$ cat config.mk
export PLATFORM = sky130hd
export DESIGN_NAME = tlar_ctrl
export DESIGN_NICKNAME = d
export VERILOG_FILES = /design/src/rtl/tlar_pkg.sv /design/src/rtl/tlar_ctrl.sv
export SDC_FILE = /design/constraint.sdc
export NUM_CORES = 1
export LEC_CHECK = 0
export ABC_AREA = 0
export BUFFER_PORTS_ARGS = -buffer_cell sky130_fd_sc_hd__buf_2
export CORE_MARGIN = 2
export CORE_UTILIZATION = 55
export CTS_CLUSTER_SIZE = 8
export DETAILED_ROUTE_END_ITERATION = 12
export PLACE_DENSITY = 0.81
export RECOVER_POWER = 50
export SYNTH_ARGS = -nofsm -noshare
export SYNTH_HDL_FRONTEND = slang
export SYNTH_SLANG_ARGS = --single-unit
$ cat constraint.sdc
create_clock -name clk -period 4.4 [get_ports clk]
set_clock_uncertainty 0.2 [all_clocks]
set_input_delay 1.32 -clock clk [delete_from_list [all_inputs] [get_ports clk]]
set_output_delay 1.32 -clock clk [all_outputs]
set_load 0.01 [all_outputs]
$ cat src/rtl/tlar_pkg.sv
`timescale 1ns / 1ps

package tlar_pkg;

	// Input coordinate ports and the part of them that carries the value.
	localparam int IN_W       = 16;
	localparam int COORD_BITS = 16;

	// Datapath widths; all but ACC_W and Q_BITS are derived from the coordinate width.
	localparam int EDGE_W    = COORD_BITS + 1;
	localparam int PROD_W    = 2 * EDGE_W;
	localparam int MAG_W     = 2 * COORD_BITS + 1;
	localparam int SQ_W      = 2 * MAG_W;
	localparam int SQRT_BITS = 2 * COORD_BITS + 3;
	localparam int RAD_W     = 2 * SQRT_BITS;
	localparam int REM_W     = SQRT_BITS + 2;
	localparam int L1_W      = MAG_W + 2;
	localparam int ACC_W     = 56;
	localparam int Q_BITS    = 16;
	localparam int CNT_W     = $clog2(SQRT_BITS);

	typedef struct packed {
		logic load;
		logic mul;
		logic norm;
		logic sqr;
		logic sum;
		logic sqrt_step;
		logic acc;
		logic dset;
		logic dchk;
		logic div_step;
		logic out_load;
	} tlar_cmd_t;

	typedef struct packed {
		logic last;
	} tlar_sts_t;

	// Sign-extends the low COORD_BITS of a port value to an edge-wide operand.
	function automatic logic signed [EDGE_W-1:0] sext_coord(input logic [IN_W-1:0] v);
		logic signed [EDGE_W-1:0] r;
		r = {{(EDGE_W - COORD_BITS){v[COORD_BITS-1]}}, v[COORD_BITS-1:0]};
		return r;
	endfunction

endpackage

$ cat src/rtl/tlar_ctrl.sv
`timescale 1ns / 1ps

module tlar_ctrl (
	input  logic                 clk,
	input  logic                 arst_n,
	input  logic                 in_valid,
	output logic                 in_stall,
	output logic                 out_valid,
	input  logic                 out_stall,
	input  tlar_pkg::tlar_sts_t  sts,
	output tlar_pkg::tlar_cmd_t  cmd
);
	import tlar_pkg::*;

	localparam logic [3:0] S_IDLE = 4'd0;
	localparam logic [3:0] S_MUL  = 4'd1;
	localparam logic [3:0] S_NORM = 4'd2;
	localparam logic [3:0] S_SQR  = 4'd3;
	localparam logic [3:0] S_SUM  = 4'd4;
	localparam logic [3:0] S_SQRT = 4'd5;
	localparam logic [3:0] S_ACC  = 4'd6;
	localparam logic [3:0] S_DSET = 4'd7;
	localparam logic [3:0] S_DCHK = 4'd8;
	localparam logic [3:0] S_DIV  = 4'd9;
	localparam logic [3:0] S_OUT  = 4'd10;

	logic [3:0]       state_q;
	logic [3:0]       state_d;
	logic [CNT_W-1:0] cnt_q;
	logic             out_valid_q;
	logic             out_free;

	assign in_stall  = (state_q != S_IDLE);
	assign out_valid = out_valid_q;
	assign out_free  = !out_valid_q || !out_stall;

	always_comb begin
		state_d = state_q;
		cmd     = '0;
		case (state_q)
			S_IDLE: begin
				if (in_valid) begin
					cmd.load = 1'b1;
					state_d  = S_MUL;
				end
			end
			S_MUL: begin
				cmd.mul = 1'b1;
				state_d = S_NORM;
			end
			S_NORM: begin
				cmd.norm = 1'b1;
				state_d  = S_SQR;
			end
			S_SQR: begin
				cmd.sqr = 1'b1;
				state_d = S_SUM;
			end
			S_SUM: begin
				cmd.sum = 1'b1;
				state_d = S_SQRT;
			end
			S_SQRT: begin
				cmd.sqrt_step = 1'b1;
				if (cnt_q == '0) begin
					state_d = S_ACC;
				end
			end
			S_ACC: begin
				cmd.acc = 1'b1;
				state_d = sts.last ? S_DSET : S_IDLE;
			end
			S_DSET: begin
				cmd.dset = 1'b1;
				state_d  = S_DCHK;
			end
			S_DCHK: begin
				cmd.dchk = 1'b1;
				state_d  = S_DIV;
			end
			S_DIV: begin
				cmd.div_step = 1'b1;
				if (cnt_q == '0) begin
					state_d = S_OUT;
				end
			end
			S_OUT: begin
				// The result waits here until the output register is free.
				if (out_free) begin
					cmd.out_load = 1'b1;
					state_d      = S_IDLE;
				end
			end
			default: begin
				state_d = S_IDLE;
			end
		endcase
	end

	always_ff @(posedge clk or negedge arst_n) begin
		if (!arst_n) begin
			state_q     <= S_IDLE;
			cnt_q       <= '0;
			out_valid_q <= 1'b0;
		end else begin
			state_q <= state_d;
			if (state_q == S_SUM) begin
				cnt_q <= CNT_W'(SQRT_BITS - 1);
			end else if (state_q == S_DCHK) begin
				cnt_q <= CNT_W'(Q_BITS - 1);
			end else if (cnt_q != '0) begin
				cnt_q <= cnt_q - 1'b1;
			end
			if (cmd.out_load) begin
				out_valid_q <= 1'b1;
			end else if (!out_stall) begin
				out_valid_q <= 1'b0;
			end
		end
	end

endmodule

==> results of run 1 <==
==> report_power, final <==
group	leakage [nW]	internal [mW]	switching (mW)
Combinational	0.283	0.176	0.209
Sequential	0.135	0.151	0.0979
Clock	0.0177	0.0336	0.0346
==> cell usage after synthesis, drive strengths merged <==
cell,number,share of area
nand2,12,0.059
nor2,12,0.062
dfrtp,11,0.36
o21ai,8,0.053
a21oi,5,0.033
nor2b,5,0.041
nor3,5,0.033
inv,4,0.020
mux2i,3,0.039
nand2b,3,0.025
a21o,2,0.020
a31oi,2,0.016
buf,2,0.013
clkbuf,2,0.0099
ha,2,0.033
nand3,2,0.013
o22ai,2,0.025
xnor2,2,0.023
a311oi,1,0.011
a32oi,1,0.011
and3,1,0.0082
nand4,1,0.0082
nor3b,1,0.0099
o211ai,1,0.0099
o21a,1,0.0099
o31ai,1,0.0099
o32ai,1,0.011
or2,1,0.0082
or3,1,0.0082
or4,1,0.015
==> cell type report <==
type	count	area [um2]
clock inverter	1	5.00
clock buffer	3	22.5
timing repair buffer	17	81.3
inverter	4	15.0
tap	15	18.8
sequential	11	275
fill	127	432
multi-input combinational	77	452
==> flip-flops by register name (all words and copies together) (netlist names) <==
name and flops:
out_valid 1, cnt_q 6, state_q 4
==> critical path, delay by kind of cell <==
family                 cells  cell delay [ns]
buffers and inverters      2             0.24
and+or+nand+nor            1             0.13
==> logic make-up after synthesis <==
logic type / after synthesis / synth area share
AOI/OAI and AO/OA: 25 / 0.210
xor gates and xnor gates: 2 / 0.0230
adders and majority gates: 2 / 0.0328
buffers and inverters: 8 / 0.0427
DFF: 11 / 0.361
muxes: 3 / 0.0394
and+or+nand+nor: 45 / 0.291
==> metrics by stage <==
stage	power (mW)	hold WS, ns
floorplan	0.535	0.356
global placement	0.617	0.316
detailed placement	0.638	0.324
CTS	0.708	0.338
global route	0.769	0.374
finish	0.702	0.338
==> placed cells by master (no fill, tap or decap), types with 2 or more instances in the layout <==
cell	Yosys	routed
mux2i_1	3	3
nand2_1	12	12
clkbuf_1	2	3
xnor2_1	2	2
nand2b_1	3	3
inv_1	4	4
clkbuf_4	0	3
nor2_1	11	12
nor2b_1	5	5
ha_1	2	2
nor3_1	5	5
nand3_1	2	2
a21o_1	2	2
dfrtp_1	11	11
a31oi_1	2	2
buf_2	2	14
a21oi_1	5	5
o21ai_0	6	7
==> how the worst max path moves through the flow <==
| stage | from | end | slack [ns] | depth (start not counted) |
|---|---|---|---|---|
| 3_5_place_dp | in_valid | cmd[10] | 1.19 | 3 |
| 4_1_cts | in_valid | cmd[10] | 1.19 | 3 |
| 6_report | in_valid | cmd[10] | 1.19 | 3 |
| 3_3_place_gp | in_valid | cmd[10] | 1.19 | 3 |
| 2_1_floorplan | out_stall | cmd[0] | 1.34 | 1 |
| 5_1_grt | state_q[3] | cmd[0] | 1.05 | 4 |
==> metal layers <==
layer	vias up	routed length, um
met1	347	721
met3	4	62
met2	19	838
li1	371	-
met4	0	17
met5	-	0
==> out/metrics.yaml, run 1 <==
cp-start-kind: "primary input"
hold_start: "out_valid"
worst_skew_pair.late_latency_ns: 0.26
path_class: "primary input to output port"
via_per_inst: 5.79
postCtsResizedCells: 0
grt_antenna_before_repair: 0
layout-drive-gt1-share: 0.186
diodes: 0
yosysSeqAreaShare: 0.361
max_slew_margin: 0.612
crit_arrival_ns: 1.69
wire_per_inst_um: 12.8
synthDistinctLibCells: 33
wirelength_um: 1640
gr-usage-met1: 0.270
cts_htree_levels: 1
max_stage_delay_ns: 0.13
placedInstanceArea_um2: 848
use_met2: 0.414
numPortBuffers: 17
fp-row-count: 13
irDropWorstVdd_v: 0.000428
cts_root_buf: "clkbuf_4"
cp.required_ns: 2.88
rr_worst_depth: 6
netlist_area_um2: 762
worstReg2RegStart: "cnt_q[0]"
busiest_layer: "met2"
grt_max_degree: 18
grt_usage: 0.231
period_needed_ns: 3.21
synthCells: 96
ant_nets: 0
core_um2: 1300
r2r_slack_ns: 2.27
final_util: 0.668
r2r-end: "cnt_q[1]"
cts_tree: "yes"
pre_cts_ws_ns: 1.19
slew_viol_final: 0
leakage_nw: 0.436
syn_area_per_cell_um2: 7.94
drc: 0
cpMostUsedCell: "buf_2"
dr_total_vias: 741
grt_pass1_wl_um: 2570
hp-class: "flop to flop"
grt_overflow: 0
cts_setup_buffers: 0
start_util: 0.586
syn_nets: 103
cp-end-kind: "output port"
rsz0062_at_grt: "no"
fmax_mhz: 311
placed_cells: 124
finish.instance_area_um2: 870
finalCritPeriodShare: 0.730
use_met3: 0.0217
finalSetupTns_ns: 0
place.gp.congestion: 0.750
pwr_density_cell_nw_per_um2: 808
cts_sinks: 11
outcome: "complete, no violations"
cts.clk_slew.worst_paths_ns: 0.07
layout.nets: 121
worstMarginPinSlew_ns: 0.582
finalHoldViolCount: 0
final-setup-viol-count: 0
crit_slowest_cell: "and3_1"
fp.dieH_um: 41.2
cts_max_path_buffers: 2
synth_seq_cells: 11
min_path_cells: 2
die-area_um2: 1700
grt_pass1_vias: 654
syn_to_final_growth_pct: 14.1
drtIter0Drc: 11
max_cap_violations: 0
numCtsBuffers: 3
die_x_um: 41.2
drtPass1Iterations: 5
yosysWarningCount: 0
setup_ws_ns: 1.19
crit_path_cell_trace: "buf_2 -> and3_1 -> buf_2"
dp.final_hpwl_um: 1250
cts_hold_buf: 0
final_cells: 128
cp_max_fo: 3
io_pins: 18
whs_endpoint: "out_valid"
No activity file was read; power rests on OpenSTA's default activity.
==> run 2: changes to the inputs <==
- CORE_UTILIZATION: 55 -> 51
- PLACE_DENSITY: 0.81 -> 0.76
- clock period: 4.4 -> 3.06 ns (I/O delays scaled with it)
==> run 2 against run 1 <==
  * Setup slack lost 0.87 ns
  * Sequential share of layout area is essentially flat
  * Utilization shrank 2.3 points
  * Critical path depth grew 1
  * Register-to-register slack lost 1.4 ns
  * Total power grew 44%
  * Clock power grew 48%
  * Global-route usage shrank 2.1 points
  * Via count grew 0.40%
  * Routed wire length grew 3.1%
  * Largest cell class unchanged
==> out/metrics.yaml, run 2 (synthesized netlist as in run 1, its figures left out) <==
cp.buffers_inverters: 3  # +1
max_cap_violations: 0  # unchanged
dp.final_hpwl_um: 1270  # +2.0%
hp-class: "flop to flop"
path_class: "flop to output port"
crit_path_cell_trace: "clkbuf_1 -> inv_1 -> nor2_1 -> buf_2"
setup_ws_ns: 0.320  # -0.867 ns
fp.dieH_um: 42.7  # +3.5%
grt_antenna_before_repair: 0  # unchanged
fillers: 125  # -1.6%
grt_usage: 0.210  # -0.0208
cts_sinks: 11  # unchanged
outcome: "complete, no violations"
final_cell_mix: "buf_2 (14), nand2_1 (12), nor2_1 (11), dfrtp_1 (11), o21ai_0 (6)"
final-setup-viol-count: 0  # unchanged
worst_skew_pair.late_latency_ns: 0.28  # +0.02 ns
cts.clk_slew.worst_paths_ns: 0.07  # about the same
fin_hold_ws_ns: 0.323  # -0.0145 ns
cts_root_buf: "clkbuf_4"
cp.required_ns: 1.94  # -0.94 ns
max_stage_delay_ns: 0.41  # +0.28 ns
cts_htree_levels: 1  # unchanged
diodes: 0  # unchanged
cp_max_fo: 10  # +7
syn_to_final_growth_pct: 14.3
postCtsResizedCells: 0  # unchanged
pwr_density_cell_nw_per_um2: 1160  # +44%
cp-end-kind: "output port"
worstMarginPinSlew_ns: 0.589  # +0.00657 ns
dr_total_vias: 744  # +0.40%
crit_arrival_ns: 1.62  # -0.07 ns
cp-start-kind: "flop"
layout.nets: 122  # +0.83%
crit_slowest_cell: "dfrtp_1"
cts_tree: "yes"
irDropWorstVdd_v: 0.000707  # +65%
via_per_inst: 5.77  # -0.37%
wirelength_um: 1690  # +3.1%
finalCritPeriodShare: 0.895
grt_overflow: 0  # unchanged
regMostFlops: "cnt_q"
max_slew_margin: 0.607  # -0.00438
grt_pass1_vias: 667  # +2.0%
numPortBuffers: 17  # unchanged
finalHoldViolCount: 0  # unchanged
largest_reg_flops: 6  # unchanged
rsz0062_at_grt: "no"
layout_commonest_cell: "buf_2"
core_um2: 1350  # +3.7%
fmax_mhz: 365
final_util: 0.645  # -0.0232
drtPass1Iterations: 4  # -1
drtIter0Drc: 17  # +6
die_x_um: 42.7  # +3.5%
die-area_um2: 1820  # +7.1%
place.gp.congestion: 0.789  # +5.2%
cts_hold_buf: 0  # unchanged
cts_max_path_buffers: 2  # unchanged
io_pins: 18  # unchanged
drc: 0  # unchanged
slew_viol_final: 0  # unchanged
cts_setup_buffers: 0  # unchanged
wire_per_inst_um: 13.1  # +2.3%
power_mw: 1.01  # +44%
grt_pass1_wl_um: 2860  # +11%
finalSetupTns_ns: 0  # unchanged
pre_cts_ws_ns: 0.644  # -0.544 ns
fp-row-count: 13  # unchanged
cp_top_family: "buffers and inverters"
numCtsBuffers: 3  # unchanged
layout-drive-gt1-share: 0.175  # -0.0104
start_util: 0.564  # -0.0212
ant_nets: 0  # unchanged
leakage_nw: 0.432  # -1.1%
grt_max_degree: 18  # unchanged
period_needed_ns: 2.74
[run 2: layout make-up]
type / instances / area [um2] / area share
Timing Repair Buffer: 18 / 85.1 / 0.0977
Multi-Input combinational cell: 77 / 450 / 0.517
Clock buffer: 4 / 26.3 / 0.0302
Sequential cell: 11 / 275 / 0.316
Inverter: 4 / 15.0 / 0.0172
Tap cell: 15 / 18.8 / 0.0216
[run 2: stage by stage]
step,area [um2],std cells
global placement,856,125
global route,871,129
finish,871,129
detailed placement,856,125
floorplan,762,96
CTS,882,129
[run 2: routing by layer]
| layer | wire length [um] | vias to the layer above | GRT usage |
|---|---|---|---|
| met2 | 812 | 19 | 0.321 |
| met1 | 768 | 345 | 0.270 |
| li1 | - | 376 | - |
| met5 | 0 | - | 0 |
| met3 | 86 | 4 | 0.0766 |
| met4 | 23 | 0 | 0.0750 |
[run 2: power breakdown]
| group | internal, mW | switching [mW] |
|---|---|---|
| sequential | 0.218 | 0.123 |
| combinational | 0.252 | 0.320 |
| clock | 0.0506 | 0.0504 |
| total | 0.521 | 0.493 |
[run 2: worst register-to-register path, delay by kind of cell, from the launching register on]
kind,cells,cell delay [ns]
adders and majority gates,1,0.20
buffers and inverters,1,0.13
DFF,1,0.44
muxes,1,0.17
and+or+nand+nor,3,0.96
[run 2: worst paths after layout]
kind / slack, ns / cells after the start / to / from
setup / recovery: 0.32 / 4 / cmd[2] / state_q[3]
hold / removal: 0.32 / 1 / state_q[2] / state_q[3]
setup reg to reg: 0.84 / 6 / cnt_q[1] / cnt_q[0]
hold reg to reg: 0.32 / 1 / state_q[2] / state_q[3]
max in group asynchronous: 1.87 / 1 / state_q[1] / arst_n
min in group asynchronous: 0.41 / 1 / cnt_q[5] / arst_n
==> run 3: changes to the inputs <==
- MAX_ROUTING_LAYER: default -> met4
==> run 3 against run 2 <==
  * Count of clock-buffer cells in the layout stayed put
  * Combinational power hardly changed
  * Via count is 0.67% higher
  * Largest power group unchanged
==> out/metrics.yaml, run 3 (synthesized netlist as in run 1, its figures left out) <==
core_um2: 1350  # unchanged
finalCritPeriodShare: 0.895  # about the same
cts_hold_buf: 0  # unchanged
crit_arrival_ns: 1.62  # about the same
largest_reg_flops: 6  # unchanged
max_stage_delay_ns: 0.41  # about the same
fmax_mhz: 365  # about the same
top_layer_used: "met4"
layout-drive-gt1-share: 0.175  # unchanged
cp_top_family: "buffers and inverters"
slew_viol_final: 0  # unchanged
die-area_um2: 1820  # unchanged
place.gp.congestion: 0.800  # +1.4%
dr_wl_met2_um: 811  # -0.12%
final_cell_mix: "buf_2 (14), nand2_1 (12), nor2_1 (11), dfrtp_1 (11), o21ai_0 (6)"
layout.nets: 122  # unchanged
fp.dieH_um: 42.7  # unchanged
cts_tree: "yes"
pwr_density_cell_nw_per_um2: 1170  # about the same
cts_root_buf: "clkbuf_4"
hold_start: "state_q[3]"
worstReg2RegStart: "cnt_q[0]"
syn_to_final_growth_pct: 14.3  # unchanged
via_per_inst: 5.81  # +0.67%
placedInstanceArea_um2: 856  # unchanged
die_x_um: 42.7  # unchanged
final-setup-viol-count: 0  # unchanged
wire_per_inst_um: 13.1  # -0.36%
cts_htree_levels: 1  # unchanged
cts.clk_slew.worst_paths_ns: 0.07  # about the same
rsz0062_at_grt: "no"
worstMarginPinSlew_ns: 0.589  # +0.000117 ns
wl_met3_um: 75  # -13%
worst_skew_pair.late_latency_ns: 0.28  # about the same
finish.instance_area_um2: 871  # unchanged
cp.required_ns: 1.94  # about the same
grt_max_degree: 18  # unchanged
drtPass1Iterations: 4  # unchanged
numCtsBuffers: 3  # unchanged
diodes: 0  # unchanged
cts_setup_buffers: 0  # unchanged
drc: 0  # unchanged
leakage_nw: 0.432  # unchanged
grt_overflow: 0  # unchanged
crit_slowest_cell: "dfrtp_1"
dr_total_vias: 749  # +0.67%
grt_pass1_vias: 666  # -0.15%
r2r-end: "cnt_q[1]"
start_util: 0.564  # unchanged
finalSetupTns_ns: 0  # unchanged
postCtsResizedCells: 0  # unchanged
cp.buffers_inverters: 3  # unchanged
path_class: "flop to output port"
cts_sinks: 11  # unchanged
layout_commonest_cell: "buf_2"
drtIter0Drc: 17  # unchanged
wirelength_um: 1680  # -0.36%
crit_path_cell_trace: "clkbuf_1 -> inv_1 -> nor2_1 -> buf_2"
max_cap_violations: 0  # unchanged
cp-end-kind: "output port"
ant_nets: 0  # unchanged
whs_endpoint: "state_q[2]"
dp.final_hpwl_um: 1270  # unchanged
grt_pass1_wl_um: 2880  # +0.49%
irDropWorstVdd_v: 0.000706  # -0.20%
wl_met1_um: 774  # +0.78%
max_slew_margin: 0.607  # about the same
r2r_slack_ns: 0.84  # about the same
numPortBuffers: 17  # unchanged
outcome: "complete, no violations"
hp-class: "flop to flop"
regMostFlops: "cnt_q"
grt_usage: 0.216  # +0.00571
period_needed_ns: 2.74  # -0.000983 ns
rr_worst_depth: 6  # unchanged
io_pins: 18  # unchanged
cp-start-kind: "flop"
fp-row-count: 13  # unchanged
grt_antenna_before_repair: 0  # unchanged
fillers: 125  # unchanged
finalHoldViolCount: 0  # unchanged
cp_max_fo: 10  # unchanged
min_path_cells: 1  # unchanged
cts_max_path_buffers: 2  # unchanged
==> run 3: cell counts in the layout (fill, tap and decap cells not counted) <==
No cell type changed its count.
==> run 3: metal layers <==
| metal | GRT usage | up-vias |
|---|---|---|
| met2 | 0.321 | 19 |
| met5 | - | - |
| met1 | 0.270 | 350 |
| met4 | 0.0750 | 0 |
| li1 | - | 376 |
| met3 | 0.0766 | 4 |
==> run 3: worst max-delay path by stage <==
| stage | start | end | slack (ns) | cells past startpoint |
|---|---|---|---|---|
| floorplan | out_stall | cmd[0] | 0.81 | 1 |
| global placement | in_valid | cmd[10] | 0.65 | 3 |
| detailed placement | state_q[2] | cmd[2] | 0.64 | 3 |
| CTS | state_q[2] | cmd[2] | 0.33 | 3 |
| global route | state_q[3] | cmd[2] | 0.14 | 4 |
| finish | state_q[3] | cmd[2] | 0.32 | 4 |
==> run 3: where the power goes <==
| group | leakage, nW | switching, mW | internal, mW |
|---|---|---|---|
| registers | 0.135 | 0.123 | 0.218 |
| logic | 0.281 | 0.320 | 0.252 |
| clock network | 0.0150 | 0.0502 | 0.0506 |
==> run 3: stage by stage <==
step	setup WS (ns)	instances	hold slack, ns	utilization	power [mW]
after floorplan	0.806	96	0.356	-	0.769
after global placement	0.652	125	0.318	0.634	0.909
after detailed placement	0.644	125	0.319	0.634	0.922
after CTS	0.334	129	0.301	0.653	1.03
after global routing	0.140	129	0.361	0.645	1.11
final	0.321	129	0.323	0.645	1.01
==> run 3: cell type report <==
type	count	area, um2	area share
multi-input cells	77	450	0.517
flip-flops and latches	11	275	0.316
repair buffers	18	85.1	0.0977
clock buffers	4	26.3	0.0302
well taps	15	18.8	0.0216
inverters	4	15.0	0.0172
